--- config.mk ---
export PLATFORM = sky130hd
export DESIGN_NAME = comment_stripper
export DESIGN_NICKNAME = d
export VERILOG_FILES = /design/src/rtl/cs_pkg.sv /design/src/rtl/cs_lexer.sv /design/src/rtl/cs_out_queue.sv /design/src/rtl/comment_stripper.sv
export SDC_FILE = /design/constraint.sdc
export NUM_CORES = 1
export LEC_CHECK = 0
export BUFFER_PORTS_ARGS = -buffer_cell sky130_fd_sc_hd__buf_2
export CAP_MARGIN = 40
export CORE_UTILIZATION = 44
export CTS_BUF_LIST = sky130_fd_sc_hd__clkbuf_16
export DETAILED_ROUTE_END_ITERATION = 8
export GPL_TIMING_DRIVEN = 0
export PLACE_DENSITY = 0.63
export SYNTH_ARGS = -nofsm -noshare
export SYNTH_HDL_FRONTEND = slang
export SYNTH_SLANG_ARGS = --single-unit
export TNS_END_PERCENT = 30
--- constraint.sdc ---
create_clock -name clk_i -period 3.12 [get_ports clk_i]
set_input_delay 0.624 -clock clk_i [delete_from_list [all_inputs] [get_ports clk_i]]
set_output_delay 0.624 -clock clk_i [all_outputs]
set_load 0.05 [all_outputs]
--- src/rtl/cs_pkg.sv ---
// Package for the comment stripper: lexer modes, character codes, result
// item type and output queue sizing.
// No dependencies.
package cs_pkg;

  // Lexer modes.
  typedef enum logic [1:0] {
    MODE_NORMAL = 2'd0,
    MODE_STRING = 2'd1,
    MODE_LINE   = 2'd2,
    MODE_BLOCK  = 2'd3
  } lex_mode_e;

  // Characters that steer the lexer.
  localparam logic [7:0] CH_SLASH     = 8'h2F;
  localparam logic [7:0] CH_STAR      = 8'h2A;
  localparam logic [7:0] CH_QUOTE     = 8'h22;
  localparam logic [7:0] CH_BACKSLASH = 8'h5C;
  localparam logic [7:0] CH_NEWLINE   = 8'h0A;

  // One result item.
  typedef struct packed {
    logic [7:0] out_char;
    logic       has_char;
    logic       out_last;
  } result_t;

  // Results produced by one input item: up to two, slot 0 first.
  typedef struct packed {
    logic [1:0] count;
    result_t    slot1;
    result_t    slot0;
  } result_pair_t;

  // Output queue sizing.
  localparam int unsigned QueueDepth = 4;
  localparam int unsigned QueuePtrW  = $clog2(QueueDepth);
  localparam int unsigned QueueCntW  = $clog2(QueueDepth + 1);

endpackage

--- src/rtl/cs_lexer.sv ---
// Lexer state and per-byte decision logic of the comment stripper.
// Produces zero, one or two result items for each accepted byte.
// Depends on cs_pkg.
module cs_lexer (
  input  logic                 clk_i,
  input  logic                 rst_ni,
  input  logic                 accept_i,
  input  logic [7:0]           in_char_i,
  input  logic                 in_last_i,
  output cs_pkg::result_pair_t results_o
);
  import cs_pkg::*;

  lex_mode_e mode_q, mode_d;
  logic      slash_held_q, slash_held_d;
  logic      star_seen_q, star_seen_d;
  logic      prev_bs_q, prev_bs_d;

  // Emission flags: flushed slash, current byte, slash held at end of text, empty end item.
  logic flush_slash, emit_byte, end_slash, pad;
  logic quote_open;

  // Next state and emission decisions for the current byte.
  always_comb begin
    mode_d       = mode_q;
    slash_held_d = slash_held_q;
    star_seen_d  = star_seen_q;
    flush_slash  = 1'b0;
    emit_byte    = 1'b0;
    quote_open   = (in_char_i == CH_QUOTE) && !prev_bs_q;
    case (mode_q)
      MODE_NORMAL: begin
        slash_held_d = 1'b0;
        if (slash_held_q && (in_char_i == CH_SLASH)) begin
          mode_d = MODE_LINE;
        end else if (slash_held_q && (in_char_i == CH_STAR)) begin
          mode_d      = MODE_BLOCK;
          star_seen_d = 1'b0;
        end else begin
          flush_slash = slash_held_q;
          if (quote_open) begin
            mode_d    = MODE_STRING;
            emit_byte = 1'b1;
          end else if (in_char_i == CH_SLASH) begin
            slash_held_d = 1'b1;
          end else begin
            emit_byte = 1'b1;
          end
        end
      end
      MODE_STRING: begin
        emit_byte = 1'b1;
        if (quote_open) begin
          mode_d = MODE_NORMAL;
        end
      end
      MODE_LINE: begin
        if (in_char_i == CH_NEWLINE) begin
          mode_d    = MODE_NORMAL;
          emit_byte = 1'b1;
        end
      end
      MODE_BLOCK: begin
        if (star_seen_q && (in_char_i == CH_SLASH)) begin
          mode_d      = MODE_NORMAL;
          star_seen_d = 1'b0;
        end else begin
          emit_byte   = (in_char_i == CH_NEWLINE);
          star_seen_d = (in_char_i == CH_STAR);
        end
      end
      default: begin
        mode_d = MODE_NORMAL;
      end
    endcase
    prev_bs_d = (in_char_i == CH_BACKSLASH);
    end_slash = in_last_i && slash_held_d;
    pad       = in_last_i && !flush_slash && !emit_byte && !end_slash;
  end

  // Pack the emitted items into two slots in stream order.
  always_comb begin
    results_o = '0;
    results_o.count = 2'(flush_slash) + 2'(emit_byte) + 2'(end_slash) + 2'(pad);
    if (flush_slash) begin
      results_o.slot0 = '{out_char: CH_SLASH, has_char: 1'b1, out_last: 1'b0};
    end else if (emit_byte) begin
      results_o.slot0 = '{out_char: in_char_i, has_char: 1'b1, out_last: 1'b0};
    end else if (end_slash) begin
      results_o.slot0 = '{out_char: CH_SLASH, has_char: 1'b1, out_last: 1'b0};
    end else begin
      results_o.slot0 = '{out_char: 8'h00, has_char: 1'b0, out_last: 1'b0};
    end
    results_o.slot1.out_char = emit_byte ? in_char_i : CH_SLASH;
    results_o.slot1.has_char = 1'b1;
    results_o.slot1.out_last = in_last_i;
    results_o.slot0.out_last = in_last_i && (results_o.count == 2'd1);
  end

  // State registers; the end of text returns everything to reset values.
  always_ff @(posedge clk_i or negedge rst_ni) begin
    if (!rst_ni) begin
      mode_q       <= MODE_NORMAL;
      slash_held_q <= 1'b0;
      star_seen_q  <= 1'b0;
      prev_bs_q    <= 1'b0;
    end else if (accept_i) begin
      if (in_last_i) begin
        mode_q       <= MODE_NORMAL;
        slash_held_q <= 1'b0;
        star_seen_q  <= 1'b0;
        prev_bs_q    <= 1'b0;
      end else begin
        mode_q       <= mode_d;
        slash_held_q <= slash_held_d;
        star_seen_q  <= star_seen_d;
        prev_bs_q    <= prev_bs_d;
      end
    end
  end

endmodule

--- src/rtl/cs_out_queue.sv ---
// Small output queue of the comment stripper: takes up to two result items
// per cycle and hands one item per cycle to the receiver while it does not stall.
// Depends on cs_pkg.
module cs_out_queue (
  input  logic                 clk_i,
  input  logic                 rst_ni,
  input  logic                 push_i,
  input  cs_pkg::result_pair_t results_i,
  output logic                 room_o,
  output logic                 out_valid_o,
  input  logic                 out_stall_i,
  output cs_pkg::result_t      head_o
);
  import cs_pkg::*;

  result_t               entry_q [QueueDepth];
  logic [QueuePtrW-1:0]  wr_ptr_q, rd_ptr_q;
  logic [QueueCntW-1:0]  count_q, count_d;
  logic [1:0]            push_cnt;
  logic                  pop;
  logic [QueuePtrW-1:0]  wr_ptr1;

  assign push_cnt    = push_i ? results_i.count : 2'd0;
  assign out_valid_o = (count_q != '0);
  assign pop         = out_valid_o && !out_stall_i;
  assign head_o      = entry_q[rd_ptr_q];
  assign room_o      = (count_q <= QueueCntW'(QueueDepth - 2));
  assign wr_ptr1     = wr_ptr_q + QueuePtrW'(1);
  assign count_d     = count_q + QueueCntW'(push_cnt) - QueueCntW'(pop);

  // Entry storage, written at up to two consecutive places.
  always_ff @(posedge clk_i) begin
    if (push_cnt != 2'd0) begin
      entry_q[wr_ptr_q] <= results_i.slot0;
    end
    if (push_cnt == 2'd2) begin
      entry_q[wr_ptr1] <= results_i.slot1;
    end
  end

  // Pointers and fill count.
  always_ff @(posedge clk_i or negedge rst_ni) begin
    if (!rst_ni) begin
      wr_ptr_q <= '0;
      rd_ptr_q <= '0;
      count_q  <= '0;
    end else begin
      wr_ptr_q <= wr_ptr_q + QueuePtrW'(push_cnt);
      if (pop) begin
        rd_ptr_q <= rd_ptr_q + QueuePtrW'(1);
      end
      count_q <= count_d;
    end
  end

endmodule

--- src/rtl/comment_stripper.sv ---
// Top level of the comment stripper: byte lexer followed by an output queue.
// Depends on cs_pkg, cs_lexer and cs_out_queue.
//
// Usage: source text enters one byte per item on the input channel
// (in_char_i, with in_last_i on the final byte). Kept bytes leave on the
// output channel; has_char_o marks whether out_char_o carries a byte, and
// out_last_o marks the last result item of a text. A stripped byte gives no
// result, except that the final byte always gives at least one.
// Each result item is registered in the queue before it reaches the output.
// Throughput: one byte per cycle while in_stall_o is low; a byte can
// cause two result items (a flushed slash plus the byte), and the output
// side moves one item per cycle while the receiver does not stall, so the
// four-entry queue sets the rate when many bytes in a row cause two items.
// Input stall is raised when the queue has fewer than two free entries.
// When the receiver stalls, the head item holds steady on the output and
// the queue absorbs new results until it fills.
// Reset clears the lexer to normal text and empties the queue. After a
// byte marked last, the lexer is back at its reset state for a new text.
module comment_stripper (
  input  logic       clk_i,
  input  logic       rst_ni,
  input  logic       in_valid_i,
  output logic       in_stall_o,
  input  logic [7:0] in_char_i,
  input  logic       in_last_i,
  output logic       out_valid_o,
  input  logic       out_stall_i,
  output logic [7:0] out_char_o,
  output logic       has_char_o,
  output logic       out_last_o
);
  import cs_pkg::*;

  logic         accept;
  logic         room;
  result_pair_t results;
  result_t      head;

  assign in_stall_o = !room;
  assign accept     = in_valid_i && room;

  // Per-byte lexer.
  cs_lexer u_lexer (
    .clk_i     (clk_i),
    .rst_ni    (rst_ni),
    .accept_i  (accept),
    .in_char_i (in_char_i),
    .in_last_i (in_last_i),
    .results_o (results)
  );

  // Result queue toward the receiver.
  cs_out_queue u_out_queue (
    .clk_i       (clk_i),
    .rst_ni      (rst_ni),
    .push_i      (accept),
    .results_i   (results),
    .room_o      (room),
    .out_valid_o (out_valid_o),
    .out_stall_i (out_stall_i),
    .head_o      (head)
  );

  assign out_char_o = head.out_char;
  assign has_char_o = head.has_char;
  assign out_last_o = head.out_last;

endmodule
==> results.cfg <==
[layout]
insertedDiodeCount = 0
layout_common_cells = sky130_fd_sc_hd__edfxtp_1, sky130_fd_sc_hd__buf_4, sky130_fd_sc_hd__o31a_1
final_core_utilization_pct = 59.3
layout.cells.most_common = sky130_fd_sc_hd__edfxtp_1
layout_net_count = 319
syn_to_final_growth_pct = 28.3
final_layout_size_suffix_gt1_share_pct = 44.0

[global_routing]
groute.layer.met2.usage_pct = 35.8
global_route.usage.met1_pct = 25.8
grt_start_max_net_pins = 17
grt_most_used_layer = met2
grt_first_pass_wirelength_mm = 11.2
first_global_vias = 2150
grtUsageMet3_pct = 4.23
antenna_found_initial = 0
gr-total-overflow = 0
track_usage_pct = 20.8

[power]
p_per_area_nw_per_um2 = 714
sequential_group_share_of_total_power_pct = 36.2
leakagePower_nw = 1.50
power_switching_mw = 1.08
swShare_pct = 39.8
int_pwr_mw = 1.64
portion_of_total_power_attributed_to_the_clock_network_pct = 19.7
combPwrFrac_pct = 44.1
vdd_drop_max_mv = 0.402

[worst_setup_path]
cp.required_ns = 3.27
crit_slowest_cell = sky130_fd_sc_hd__or4_4
critical-path-top-delay-family = simple AND/OR/NAND/NOR gates
critical_path.n_buffers_inverters = 3
setup.worst_path.class = input pin to flip-flop
timing.critical_path.to_type = flip-flop
critPathMaxStageDelay_ns = 0.55
worstSetupStartpointType = input pin
critical_path.most_common_cell = sky130_fd_sc_hd__o21ai_4
crit_path_cell_trace = buf_12 -> or4_4 -> o21ai_4 -> nand2_2 -> inv_2 -> a31oi_1 -> ha_1 -> ha_4 -> xor2_4 -> o211ai_1 -> or3b_4 -> buf_8 -> o21ai_4 -> o31a_1
reg2regPathDepth = 14
regToRegEndpoint = u_out_queue.entry_q[1][2]
critPathMaxFanout = 6
regToRegSetupSlack_ns = -0.03
cp_data_arrival_time_ns = 3.50
regToRegStartpoint = u_lexer.slash_held_q

[worst_hold_path]
min-delay-path-class = input pin to asynchronous set/reset pin

[synthesis]
mappedNetlistNets = 262
synth-async-reset-ratio_pct = 23.1
synthesis.area_per_instance_um2 = 12.3
area_of_the_mapped_netlist_um2 = 2970
yosysSeqAreaShare_pct = 49.2
yosysUniqueCellTypes = 59
synth.ff_latch_count = 52
post_synth_edffs = 36
yosysWarningCount = 0
post_synth_inst_count = 242
yosys_most_used_dff = sky130_fd_sc_hd__edfxtp_1

[sta]
hold_slack_ns = 0.203
timing.slew.headroom_pct = 53.3
unrepaired_setup_endpoints_after_global_routing = true
worst_slack_ns = -0.230
highest_clock_rate_ghz = 0.299
worst-slew-pin-transition_ns = 0.701
timing_max_transition_violations_final = 0
min_period_over_period_pct = 107
timing_hold_violations_final = 0
finalSetupViolCount = 75
layout_min_cycle_time_ns = 3.35
worst_clock_skew_ns = 0.00791

[drt]
drc = 2
drt_pass1_iterations = 6
ant_nets = 0
average_via_count_per_standard_cell = 5.85
drt-wirelength-per-cell_um = 18.8
dr_vias = 2205
dr.first_iter.drc_count = 63
wl_mm = 7.11

[clock_tree]
tritoncts = done
cts_hold_repair.buffers = 0
clock_path_buffers = 2
cts-buffers-inserted = 5
clkTransAtPathRegs_ns = 0.07
cts_num_sinks = 52
ctsRootBufferMaster = sky130_fd_sc_hd__clkbuf_16
cts.htree.levels = 2
clk-insertion-delay-late_ns = 0.29

[status]
status = complete, but fails checks
failing_checks = DRC, setup timing

[placement]
dp_hpwl_mm = 4.62
gp_congestion = 0.811
io_buffers = 19

[floorplan]
num_rows = 29
area_enclosed_by_the_die_boundary_um2 = 7080
core-area_um2 = 6420
starting_density_of_the_core_pct = 46.2
design.portCount = 25
die_span_x_um = 84.1
die_h_um = 84.1

[flow_run]
drv.max_cap_violation_count = 0
## registers in the layout, indices dropped and copies added, names as in the netlist
signal	flops
u_out_queue.entry_q	40
u_out_queue.count_q	3
u_lexer.mode_q	2
u_out_queue.rd_ptr_q	2
u_out_queue.wr_ptr_q	2
u_lexer.prev_bs_q	1
u_lexer.slash_held_q	1
u_lexer.star_seen_q	1
## worst max-delay path by stage
stage | from | to | slack, ns | cells after the start
floorplan | in_char_i[4] | u_out_queue.count_q[2] | -0.45 | 14
global placement | in_char_i[7] | u_out_queue.entry_q[3][7] | -0.95 | 13
detailed placement | in_char_i[7] | u_out_queue.entry_q[1][2] | -0.96 | 14
CTS | in_char_i[7] | u_out_queue.entry_q[1][2] | -0.28 | 15
global route | in_char_i[5] | u_out_queue.entry_q[1][2] | -0.35 | 14
finish | in_char_i[5] | u_out_queue.entry_q[1][2] | -0.23 | 14
## routing by layer
layer / vias to the layer above / wire length, um / share of wire, %
met2: 45 / 3570 / 50
li1: 1048 / - / -
met5: - / 0 / 0
met1: 1100 / 3140 / 44
met4: 0 / 146 / 2.1
met3: 12 / 246 / 3.5
## cell type report
cell class                      instances  area, um2
Tap cell                               77       96.3
Fill cell                             513       2610
Inverter                               12       47.5
Timing Repair Buffer                   52        379
Sequential cell                        52       1460
Buffer                                 15        124
Clock inverter                          3       18.8
Multi-Input combinational cell        161       1560
Clock buffer                            5        125
## power by group through the flow
stage | combinational, mW | sequential, mW | clock (mW)
5_1_grt | 1.28 | 1.00 | 0.573
3_3_place_gp | 1.12 | 0.994 | 0
6_report | 1.20 | 0.984 | 0.537
3_5_place_dp | 1.13 | 0.997 | 0
4_1_cts | 1.18 | 0.983 | 0.540
2_1_floorplan | 0.916 | 0.966 | 0
## cells in the mapped netlist (all sizes together), types with 3 or more instances
cell type,instances,area share (%)
o21ai,18,4.6
and3,13,2.8
or3,4,0.84
nand3,3,0.51
nor2,14,1.8
o21a,5,1.3
nor3,6,1.0
o211a,3,1.0
nand2,15,2.0
o31a,20,5.9
dfxtp,4,2.7
or2,4,0.93
edfxtp,36,36
nand4,3,0.63
xnor2,3,0.89
inv,12,1.5
dfrtp,12,10
clkbuf,7,0.93
mux4,10,7.6
xor2,4,1.2
ha,6,2.5
buf,11,3.0
## repair_timing
action / CTS / global route
gates resized for setup: 30 / 16
buffers inserted: 23 / 10
setup endpoints to repair: 79 / 79
pin swaps: 14 / 23
gates cloned: 1 / 1
## stage by stage
stage               area [um2]  power [mW]  setup WS (ns)  cells  setup TNS [ns]
floorplan                 3040        1.88         -0.447    242          -28.56
global placement          3230        2.11         -0.946    338          -69.01
detailed placement        3230        2.13         -0.957    338          -69.17
CTS                       3690        2.70         -0.283    368          -13.49
global route              3810        2.86         -0.350    377          -17.79
finish                    3810        2.72         -0.230    377          -10.62
## cell families after synthesis
| family | Yosys count | share of synthesized area (%) |
|---|---|---|
| buffers and inverters | 30 | 5.44 |
| muxes | 10 | 7.59 |
| adders and majority gates | 7 | 3.20 |
| and+or+nand+nor | 76 | 15.0 |
| AOI/OAI and AO/OA | 60 | 17.5 |
| xor gates and xnor gates | 7 | 2.06 |
| DFF | 52 | 49.2 |
Power figures use the tool's default switching activity.
